### config.mk
export PLATFORM = sky130hd
export DESIGN_NAME = ks_ctrl
export DESIGN_NICKNAME = d
export VERILOG_FILES = /design/src/rtl/ks_pkg.sv /design/src/rtl/ks_ctrl.sv
export SDC_FILE = /design/constraint.sdc
export NUM_CORES = 1
export LEC_CHECK = 0
export CORE_AREA = 2 2 39 41
export DETAILED_ROUTE_END_ITERATION = 8
export DIE_AREA = 0 0 41 43
export DONT_BUFFER_PORTS = 1
export GPL_TIMING_DRIVEN = 0
export SKIP_LAST_GASP = 1
export SLEW_MARGIN = 40
export SYNTH_ARGS = -nofsm -noshare
export SYNTH_HDL_FRONTEND = slang
export SYNTH_SLANG_ARGS = --single-unit
### constraint.sdc
create_clock -name clk_i -period 4.5 [get_ports clk_i]
set_input_delay 1.125 -clock clk_i [delete_from_list [all_inputs] [get_ports clk_i]]
set_output_delay 1.125 -clock clk_i [all_outputs]
set_load 0.01 [all_outputs]
### src/rtl/ks_pkg.sv
// ----------------------------------------------------------------------------
// ks_pkg
// Shared widths and the command and status bundles between the knapsack
// controller and its datapath.
// ----------------------------------------------------------------------------
package ks_pkg;

  localparam int CAP_W = 10;
  localparam int VAL_W = 16;
  localparam int ROW_W = 21;
  localparam int IDX_W = 5;

  localparam int IN_TDATA_W  = 32;
  localparam int OUT_TDATA_W = 56;
  localparam int OUT_TUSER_W = 2;

  typedef struct packed {
    logic clear;
    logic clr_init;
    logic load;
    logic sweep;
    logic tb_init;
    logic tb_rd;
    logic tb_ev;
    logic em_init;
    logic em_next;
    logic em_load;
    logic em_none;
  } ks_cmd_t;

  typedef struct packed {
    logic can_load;
    logic cap_zero;
    logic tcap_zero;
    logic sweep_last;
    logic clr_done;
    logic tb_end;
    logic none_picked;
    logic cur_pick;
    logic last_pick;
    logic out_free;
  } ks_stat_t;

endpackage

### src/rtl/ks_ctrl.sv
// ----------------------------------------------------------------------------
// ks_ctrl
// Sequencer for clearing, row sweeps, traceback and result emission.
// ----------------------------------------------------------------------------
module ks_ctrl
  import ks_pkg::*;
(
  input  logic     clk_i,
  input  logic     rst_ni,
  input  logic     s_valid_i,
  input  logic     s_last_i,
  output logic     s_ready_o,
  input  ks_stat_t stat_i,
  output ks_cmd_t  cmd_o
);

  localparam logic [3:0] S_CLEAR   = 4'd0;
  localparam logic [3:0] S_IDLE    = 4'd1;
  localparam logic [3:0] S_SWEEP   = 4'd2;
  localparam logic [3:0] S_DRAIN   = 4'd3;
  localparam logic [3:0] S_TB_INIT = 4'd4;
  localparam logic [3:0] S_TB_RD   = 4'd5;
  localparam logic [3:0] S_TB_EV   = 4'd6;
  localparam logic [3:0] S_EM_INIT = 4'd7;
  localparam logic [3:0] S_EM_NONE = 4'd8;
  localparam logic [3:0] S_EM_RD   = 4'd9;
  localparam logic [3:0] S_EM_WR   = 4'd10;

  logic [3:0] state_q, state_d;
  logic       last_q, last_d;

  always_comb begin
    state_d   = state_q;
    last_d    = last_q;
    cmd_o     = '0;
    s_ready_o = 1'b0;
    case (state_q)
      S_CLEAR: begin
        cmd_o.clear = 1'b1;
        if (stat_i.clr_done) state_d = S_IDLE;
      end
      S_IDLE: begin
        s_ready_o = 1'b1;
        if (s_valid_i) begin
          cmd_o.load = 1'b1;
          last_d     = s_last_i;
          if (stat_i.can_load && !stat_i.cap_zero) state_d = S_SWEEP;
          else if (s_last_i) state_d = S_TB_INIT;
        end
      end
      S_SWEEP: begin
        cmd_o.sweep = 1'b1;
        if (stat_i.sweep_last) state_d = S_DRAIN;
      end
      S_DRAIN: begin
        state_d = last_q ? S_TB_INIT : S_IDLE;
      end
      S_TB_INIT: begin
        cmd_o.tb_init = 1'b1;
        state_d = stat_i.tcap_zero ? S_EM_INIT : S_TB_RD;
      end
      S_TB_RD: begin
        cmd_o.tb_rd = 1'b1;
        state_d = S_TB_EV;
      end
      S_TB_EV: begin
        cmd_o.tb_ev = 1'b1;
        state_d = stat_i.tb_end ? S_EM_INIT : S_TB_RD;
      end
      S_EM_INIT: begin
        cmd_o.em_init = 1'b1;
        state_d = stat_i.none_picked ? S_EM_NONE : S_EM_RD;
      end
      S_EM_NONE: begin
        if (stat_i.out_free) begin
          cmd_o.em_none  = 1'b1;
          cmd_o.clr_init = 1'b1;
          state_d = S_CLEAR;
        end
      end
      S_EM_RD: begin
        state_d = S_EM_WR;
      end
      S_EM_WR: begin
        if (!stat_i.cur_pick) begin
          cmd_o.em_next = 1'b1;
          state_d = S_EM_RD;
        end else if (stat_i.out_free) begin
          cmd_o.em_load = 1'b1;
          if (stat_i.last_pick) begin
            cmd_o.clr_init = 1'b1;
            state_d = S_CLEAR;
          end else begin
            cmd_o.em_next = 1'b1;
            state_d = S_EM_RD;
          end
        end
      end
      default: begin
        state_d = S_CLEAR;
      end
    endcase
  end

  always_ff @(posedge clk_i or negedge rst_ni) begin
    if (!rst_ni) begin
      state_q <= S_CLEAR;
      last_q  <= 1'b0;
    end else begin
      state_q <= state_d;
      last_q  <= last_d;
    end
  end

endmodule

==> results of run 1 <==
==> final timing paths <==
check                            from          to  depth (start not counted)
max in group asynchronous      rst_ni  state_q[1]                          0
min in group asynchronous      rst_ni  state_q[2]                          0
setup / recovery            stat_i[0]    cmd_o[9]                          2
hold / removal                 last_q      last_q                          1
setup reg to reg           state_q[0]  state_q[3]                          5
hold reg to reg                last_q      last_q                          1
==> area by class of cell <==
cell class,instances,area [sq um],area share
buffer,5,26.3,0.0438
clock buffer,4,26.3,0.0438
inverter,6,22.5,0.0375
multi-input combinational,56,380,0.633
sequential,5,125,0.208
tap,16,20.0,0.0333
==> cells in the final DEF (no fill, tap or decap), types with 2 or more instances in the layout <==
cell type / count
a211oi_1: 2
o21ai_0: 2
buf_4: 2
a21o_1: 3
clkbuf_1: 4
nor2b_1: 2
nand2_1: 3
o32ai_1: 2
nand3b_1: 2
nor2_1: 8
clkbuf_4: 3
dfrtp_1: 5
nand2b_1: 4
and2_1: 2
inv_1: 6
a21oi_1: 6
nor3_1: 3
or3b_1: 2
==> sequential cells by signal, indices dropped and copies added (netlist names) <==
register / count
last_q: 1
state_q: 4
==> synth_stat cells (all sizes together) <==
| cell type | instances |
|---|---|
| dfrtp | 5 |
| nand3b | 2 |
| nand2b | 4 |
| or3b | 2 |
| nand3 | 1 |
| a2111oi | 2 |
| nor2 | 8 |
| a21o | 3 |
| clkbuf | 3 |
| nand2 | 3 |
| inv | 6 |
| o211ai | 1 |
| o32ai | 2 |
| o21ai | 2 |
| and3 | 1 |
| buf | 2 |
| a32o | 1 |
| mux2 | 1 |
| a21oi | 6 |
| and2 | 2 |
| nor3 | 4 |
| a21boi | 1 |
| o22ai | 1 |
| a211oi | 2 |
| nor3b | 1 |
| or4b | 3 |
| nor4 | 1 |
| nor2b | 2 |
==> power groups by stage <==
stage	Combinational (mW)	Sequential, mW	Clock (mW)
after floorplan	0.224	0.0789	0
after global placement	0.263	0.0851	0
after detailed placement	0.264	0.0852	0
after CTS	0.265	0.0847	0.0536
after global routing	0.289	0.0880	0.0542
final	0.264	0.0852	0.0502
==> metal layers <==
layer	global-route usage	vias up	wire, microns
li1	-	272	-
met1	0.215	255	569
met5	0	-	0
met4	0.0800	0	0
met3	0.00524	0	81
met2	0.231	17	662
==> cells by family (layout without fill, tap and decap cells) <==
logic type             Yosys count  count (layout)  share of synthesized area
AOI/OAI and AO/OA               21              21                      0.291
buffers and inverters           11              15                     0.0880
DFF                              5               5                      0.226
muxes                            1               1                     0.0203
and+or+nand+nor                 34              34                      0.375
==> metrics by stage <==
stage                     std cells  cell area (sq um)
after floorplan                  72                554
after global placement           88                574
after detailed placement         88                574
after CTS                        92                601
after global routing             92                601
final                            92                601
==> flow_metrics.tcl, run 1 <==
set metrics [dict create \
    outcome "complete, no violations" \
    num_rows 14 \
    crit_path_max_incr_delay_ps 390 \
    antenna_cells 0 \
    netlist_area_sq_um 554 \
    skew_ps 4.15 \
    synth_nets 86 \
    cp_data_required_time_ps 3380 \
    ys_seq_area_frac 0.226 \
    worst-setup-path-type "in2out" \
    hold_viol 0 \
    io_buffers 0 \
    cts_buffer_depth 2 \
    grt_first_pass_wirelength_mm 1.90 \
    dr.pass1.iters 4 \
    io_pins 26 \
    cts_tree "done" \
    grt_max_degree 11 \
    ys_ff_latch 5 \
    final_net_count 91 \
    holdBufCountCts 0 \
    worstMarginPinSlew_ps 729 \
    slowest_stage "a211oi_1" \
    die-area_sq_um 1760 \
    clk_latency_ps 240 \
    min-delay-path-class "reg2reg" \
    cts_num_sinks 5 \
    finalSetupViolCount 0 \
    peakVddDrop_uv 390 \
    power.internal_mw 0.214 \
    end_kind "output pin" \
    worst_setup_path_start_kind "input pin" \
    holdWs_ps 543 \
    viasPerCell 5.91 \
    yosysWarnings 0 \
    netlist.area_leader.share 0.226 \
    final.setup.tns_ps 0 \
    synthCells 72 \
    via_count 544 \
    power.net_switching_mw 0.185 \
    gp_congestion 0.816 \
    power.share.clock 0.126 \
    p_comb_frac 0.661 \
    cp_num_buf_inv 0 \
    synth_area_leader_cell "dfrtp_1" \
    antenna_found_initial 0 \
    dp_hpwl_mm 1.03 \
    crit_family "compound AO/OA/AOI/OAI gates" \
    start_util 0.401 \
    slew_viol_final 0 \
    grt_pass1_vias 466 \
    clkTransAtPathRegs_ps 40 \
    ant_nets 0 \
    pwr-share-seq 0.213 \
    htreeDepth 1 \
    die_h_microns 43 \
    finalWorstSetupSlack_ps 1750 \
    max_freq_mhz 364 \
    reg2reg_slack_ps 2640 \
    syn_area_per_cell_sq_um 7.70 \
    synth_area_leaders "dfrtp_1 23%, a21oi_1 5.4%, nor2_1 5.4%" \
    cts_root_buf "clkbuf_4" \
    final_util 0.434 \
    fillCellCount 151 \
    chipWidth_microns 41 \
    final.period_utilization 0.611 \
    p_sw_frac 0.464 \
    leakagePower_nw 0.257 \
    cts_setup_buffers 0 \
    route.detailed.drc 0 \
    cp.arrival_ps 1620 \
    cap_violations 0 \
    numCtsBuffers 3 \
    layout_min_cycle_time_ps 2750 \
    synth_cell_types 32 \
    cp_cell_sequence "nand3b_1 -> a211oi_1" \
    wl_mm 1.31 \
    drive_gt1_frac 0.145 \
    overflow 0 \
    power_density_nw_per_um2 665 \
    total_power_mw 0.400 \
    area_delta_synth_final_pct 8.35 \
    wl_per_cell_microns 14.3 \
    drtIter0Drc 15 \
    pre_cts_slack_ps 1740 \
    cts-resized-gates 0 \
    core_sq_um 1380 \
    cp_max_fo 5 \
    slew_headroom 0.510 \
    grt_usage 0.154 \
    rsz0062_at_grt "no" \
]
(Power assumes the default switching activity.)
==> run 2: changes to the inputs <==
ABC_AREA = 1   (was unset)
clock period = 2.5 ns   (was 4.5 ns; I/O delays follow)
==> run 2 against run 1 <==
Final cell count grew 26%. Routed wire length fell by 5.3%. Die area did not move. Flip-flop and latch count stayed put. Cell area shrank 4.8%. Global-route usage increased by 0.24 points.
==> flow_metrics.tcl, run 2 <==
set metrics [dict create \
    cts_root_buf "clkbuf_4" \
    worst_setup_path_start_kind "flip-flop" \
    synth_nets 110 \
    min-delay-path-class "in2async" \
    grt_max_degree 6 \
    synth_area_leader_cell "dfrtp_1" \
    holdBufCountCts 0 \
    synth_flop_cell "dfrtp_1" \
    io_buffers 0 \
    skew_ps 2.48 \
    total_power_mw 0.612 \
    leakagePower_nw 0.353 \
    synthTopCellsByCount "28 x nand2_1, 20 x inv_1, 15 x nor2_1" \
    cts-resized-gates 0 \
    grt_first_pass_wirelength_mm 1.86 \
    crit_path_max_incr_delay_ps 410 \
    netlist.area_leader.share 0.238 \
    finalSetupViolCount 0 \
    netlist_area_sq_um 526 \
    p_comb_frac 0.614 \
    die-area_sq_um 1760 \
    cts_tree "done" \
    power.share.clock 0.153 \
    synth_xor_area_frac 0 \
    top_register "state_q" \
    overflow 0 \
    max_freq_mhz 481 \
    grt_usage 0.156 \
    num_rows 14 \
    core_sq_um 1380 \
    pwr-share-seq 0.233 \
    yosysWarnings 0 \
    final_net_count 115 \
    slew_headroom 0.677 \
    dp_hpwl_mm 1.09 \
    reg_top3 "state_q (4), last_q (1)" \
    grt_pass1_vias 480 \
    layout_min_cycle_time_ps 2080 \
    final.setup.tns_ps 0 \
    power_density_nw_per_um2 1070 \
    htreeDepth 1 \
    antenna_cells 0 \
    final_common_cell "nand2_1" \
    final.period_utilization 0.832 \
    cp_max_fo 5 \
    synth-simple-area-share 0.571 \
    gp_congestion 0.831 \
    yosys-mux-area-fraction 0 \
    area_delta_synth_final_pct 8.81 \
    synthCells 96 \
    rsz0062_at_grt "no" \
    cts_setup_buffers 0 \
    largest_reg_flops 4 \
    final_cell_count_no_fill 116 \
    viasPerCell 4.99 \
    via_count 579 \
    cts_num_sinks 5 \
    synth-adder-area-share 0 \
    ys_seq_area_frac 0.238 \
    ys_ff_latch 5 \
    synth_edf_count 0 \
    synth_compound_area_frac 0.0333 \
    drive_gt1_frac 0.120 \
    antenna_found_initial 0 \
    async_reset_ff_frac 1.00 \
    peakVddDrop_uv 635 \
    outcome "complete, no violations" \
    synth_area_leaders "dfrtp_1 24%, nand2_1 20%, inv_1 14%" \
    start_util 0.380 \
    cp_data_required_time_ps 1880 \
    placed_area_sq_um 546 \
    die_h_microns 43 \
    ant_nets 0 \
    chipWidth_microns 41 \
    syn_area_per_cell_sq_um 5.47 \
    clk_latency_ps 240 \
    numCtsBuffers 3 \
    place_inst 112 \
    drtIter0Drc 12 \
    power.net_switching_mw 0.324 \
    power.internal_mw 0.288 \
    layout_common_cells "28 x nand2_1, 20 x inv_1, 15 x nor2_1, 11 x nand3_1, 5 x dfrtp_1" \
    hold_viol 0 \
    synth_cell_types 16 \
    dr.pass1.iters 4 \
    synth_top_family_by_area "simple AND/OR/NAND/NOR gates" \
    route.detailed.drc 0 \
    clkTransAtPathRegs_ps 40 \
    io_pins 26 \
    cp_cell_sequence "nor2_1 -> nand2_1 -> o21ai_0" \
    cts_buffer_depth 2 \
    wl_mm 1.24 \
    cp.arrival_ps 1460 \
    wl_per_cell_microns 10.7 \
    cap_violations 0 \
    worst-setup-path-type "reg2out" \
    design_area_sq_um 572 \
    worstMarginPinSlew_ps 481 \
    reg2reg_slack_ps 1150 \
    final_util 0.413 \
    slew_viol_final 0 \
    p_sw_frac 0.529 \
    slowest_stage "dfrtp_1" \
    end_kind "output pin" \
    yosysMostFrequentCell "nand2_1" \
]
==> run 2: changes by cell type after synthesis, moves of 3 or more <==
cell	change
nand2_1	+25
inv_1	+14
nand3_1	+10
nor2_1	+7
a21oi_1	-6
nand2b_1	-4
a21o_1	-3
clkbuf_1	-3
nor2_2	+3
==> run 2: path summary, 6_finish.rpt <==
check                      startpoint          to  cells after the start
setup / recovery           state_q[1]    cmd_o[9]                      3
hold / removal                 rst_ni      last_q                      0
setup reg to reg           state_q[1]  state_q[1]                      6
hold reg to reg                last_q      last_q                      2
max in group asynchronous      rst_ni  state_q[3]                      0
min in group clk_i           s_last_i      last_q                      2
==> run 2: per-layer routing <==
layer / GRT usage / share of wire
met3: 0.0419 / 0.099
met1: 0.203 / 0.43
met2: 0.234 / 0.47
met5: 0 / 0
met4: 0.0667 / 0
==> run 2: power by group through the flow <==
stage               logic (mW)  clock network, mW  registers, mW
floorplan                0.313                  0          0.139
global placement         0.378                  0          0.144
detailed placement       0.378                  0          0.144
CTS                      0.380             0.0974          0.143
global route             0.428              0.103          0.149
finish                   0.376             0.0935          0.143
==> run 2: cell type report <==
cell class / instances / area, sq um
Clock buffer: 4 / 26.3
Tap cell: 16 / 20.0
Fill cell: 160 / 812
Sequential cell: 5 / 125
Multi-Input combinational cell: 69 / 318
Inverter: 22 / 82.6
==> run 2: critical path: cells and delay by family, from the launching register on <==
| kind | cells | cell delay, ps |
|---|---|---|
| compound gates | 1 | 340 |
| flops | 1 | 410 |
| simple gates | 2 | 460 |
==> run 2: metrics by stage <==
| stage | setup slack (ps) | hold WS [ps] |
|---|---|---|
| floorplan | 828 | 329 |
| global placement | 702 | 330 |
| detailed placement | 675 | 330 |
| CTS | 414 | 67.3 |
| global route | 288 | 62.8 |
| finish | 420 | 75.8 |
==> run 2: cell families after synthesis <==
logic type / after synthesis
buf+inv: 22
flops: 5
compound gates: 3
simple gates: 66
==> run 3: changes to the inputs <==
ABC_AREA = 0   (was 1)
clock period = 1.9 ns   (was 2.5 ns; I/O delays follow)
==> run 3 against run 2 <==
The flow now finishes with violations (setup timing). Total power rose by 85%. Sequential share of layout area decreased by 4.2 points. Clock power grew 28%. Critical path depth did not move. Combinational power rose by 120%. Die area stayed put. Via count grew 2.4%. First-iteration DRC count down 58%. Final cell count fell by 15%. Sequential power grew 35%. Routed wire length increased by 26%.
==> flow_metrics.tcl, run 3 (synthesized netlist as in run 1, its figures left out) <==
set metrics [dict create \
    end_kind "output pin" \
    final.period_utilization 1.01 \
    whs_path_depth 1 \
    max_freq_mhz 520 \
    start_util 0.401 \
    die_h_microns 43 \
    htreeDepth 1 \
    finalSetupViolCount 2 \
    met1Wirelength_microns 614 \
    cp_max_fo 5 \
    core_sq_um 1380 \
    top_register "state_q" \
    cts_num_sinks 5 \
    antenna_cells 0 \
    gp_congestion 0.816 \
    cap_violations 0 \
    grt_first_pass_wirelength_mm 2.10 \
    cts_tree "done" \
    dp_hpwl_mm 1.03 \
    outcome "complete, but fails checks" \
    cts_buffer_depth 2 \
    cts_root_buf "clkbuf_4" \
    ant_nets 0 \
    clk_latency_ps 240 \
    clkTransAtPathRegs_ps 40 \
    layout_min_cycle_time_ps 1920 \
    via_count 593 \
    power_density_nw_per_um2 1570 \
    hold_viol 0 \
    layout_common_cells "8 x buf_4, 8 x nor2_1, 6 x a21oi_1, 4 x nand2b_1, 4 x inv_1" \
    r2r_cells 6 \
    num_rows 14 \
    numCtsBuffers 3 \
    viasPerCell 5.99 \
    chipWidth_microns 41 \
    worst-setup-path-type "reg2out" \
    wl_per_cell_microns 15.8 \
    dr.pass1.iters 4 \
    cp.arrival_ps 1450 \
    largest_reg_flops 4 \
    holdWs_ps 388 \
    violations "setup timing" \
    area_delta_synth_final_pct 30.5 \
    final_net_count 98 \
    grt_pass1_vias 509 \
    cp_data_required_time_ps 1420 \
    die-area_sq_um 1760 \
    rsz0062_at_grt "yes" \
    slew_viol_final 0 \
    route.detailed.drc 0 \
    io_pins 26 \
    worstMarginPinSlew_ps 569 \
    wl_met2_microns 828 \
    leakagePower_nw 0.310 \
    drive_gt1_frac 0.386 \
    slew_headroom 0.617 \
    min-delay-path-class "in2reg" \
    place_inst 88 \
    io_buffers 0 \
    skew_ps 3.54 \
    grt_max_degree 11 \
    reg_top3 "state_q (4), last_q (1)" \
    grt_usage 0.170 \
    wl_mm 1.56 \
    overflow 0 \
    drtIter0Drc 5 \
    final_cell_count_no_fill 99 \
    finalWorstSetupSlack_ps -21.9 \
    highest_layer "met4" \
    antenna_found_initial 0 \
    worst_setup_path_start_kind "flip-flop" \
    wl_met3_microns 99 \
    peakVddDrop_uv 917 \
]
## run 3: changes by cell type in the layout (fill, tap and decap cells not counted), moves of 3 or more
| cell | change |
|---|---|
| nand2_1 | -25 |
| inv_1 | -16 |
| nand3_1 | -10 |
| buf_4 | +8 |
| nor2_1 | -7 |
| a21oi_1 | +6 |
| nand2b_1 | +4 |
| a21o_1 | +3 |
| clkbuf_2 | +3 |
| nor2_2 | -3 |
## run 3: metal layers
layer | GRT usage | up-vias
met2 | 0.269 | 19
met3 | 0 | 2
met5 | 0 | -
li1 | - | 284
met1 | 0.232 | 288
met4 | 0.0800 | 0
## run 3: timing repair
action,CTS,global route
resized for setup,8,12
endpoints found under the setup margin,6,9
hold buffers,1,0
pin swaps,3,1
buffers inserted,4,2
endpoints found under the hold margin,5,0
## run 3: per-stage QoR
stage	util	power, mW	TNS, ps	area (sq um)	worst slack, ps
floorplan	-	0.716	0	554	140
global placement	0.415	0.825	0	574	43.1
detailed placement	0.415	0.828	0	574	40.7
CTS	0.477	1.05	-59.1	661	-42.3
global route	0.523	1.21	-218	723	-59.2
finish	0.523	1.13	-23.2	723	-21.9
## run 3: critical path, cell delays in order (launching register included)
cell and delay [ps]:
dfrtp_1 410, or4b_4 560, inv_4 80, and2_4 160
## run 3: cell type report
type | count | area [sq um]
fill | 139 | 661
timing repair buffer | 7 | 55.1
tap | 16 | 20.0
sequential | 5 | 128
buffer | 5 | 30.0
clock buffer | 4 | 26.3
multi-input combinational | 56 | 439
inverter | 6 | 25.0
## run 3: power breakdown
| group | switching, mW | internal (mW) | leakage, nW |
|---|---|---|---|
| clock network | 0.0405 | 0.0792 | 0.0150 |
| logic | 0.436 | 0.386 | 0.235 |
| registers | 0.0392 | 0.154 | 0.0599 |
| total | 0.516 | 0.619 | 0.310 |
## run 3: final timing paths
path	endpoint	from	slack, ps
min in group asynchronous	last_q	rst_ni	520
worst max register to register	state_q[3]	state_q[2]	0
worst min-delay path	last_q	s_last_i	390
worst min register to register	last_q	last_q	550
max in group asynchronous	state_q[3]	rst_ni	1170
worst max-delay path	cmd_o[8]	state_q[2]	-20
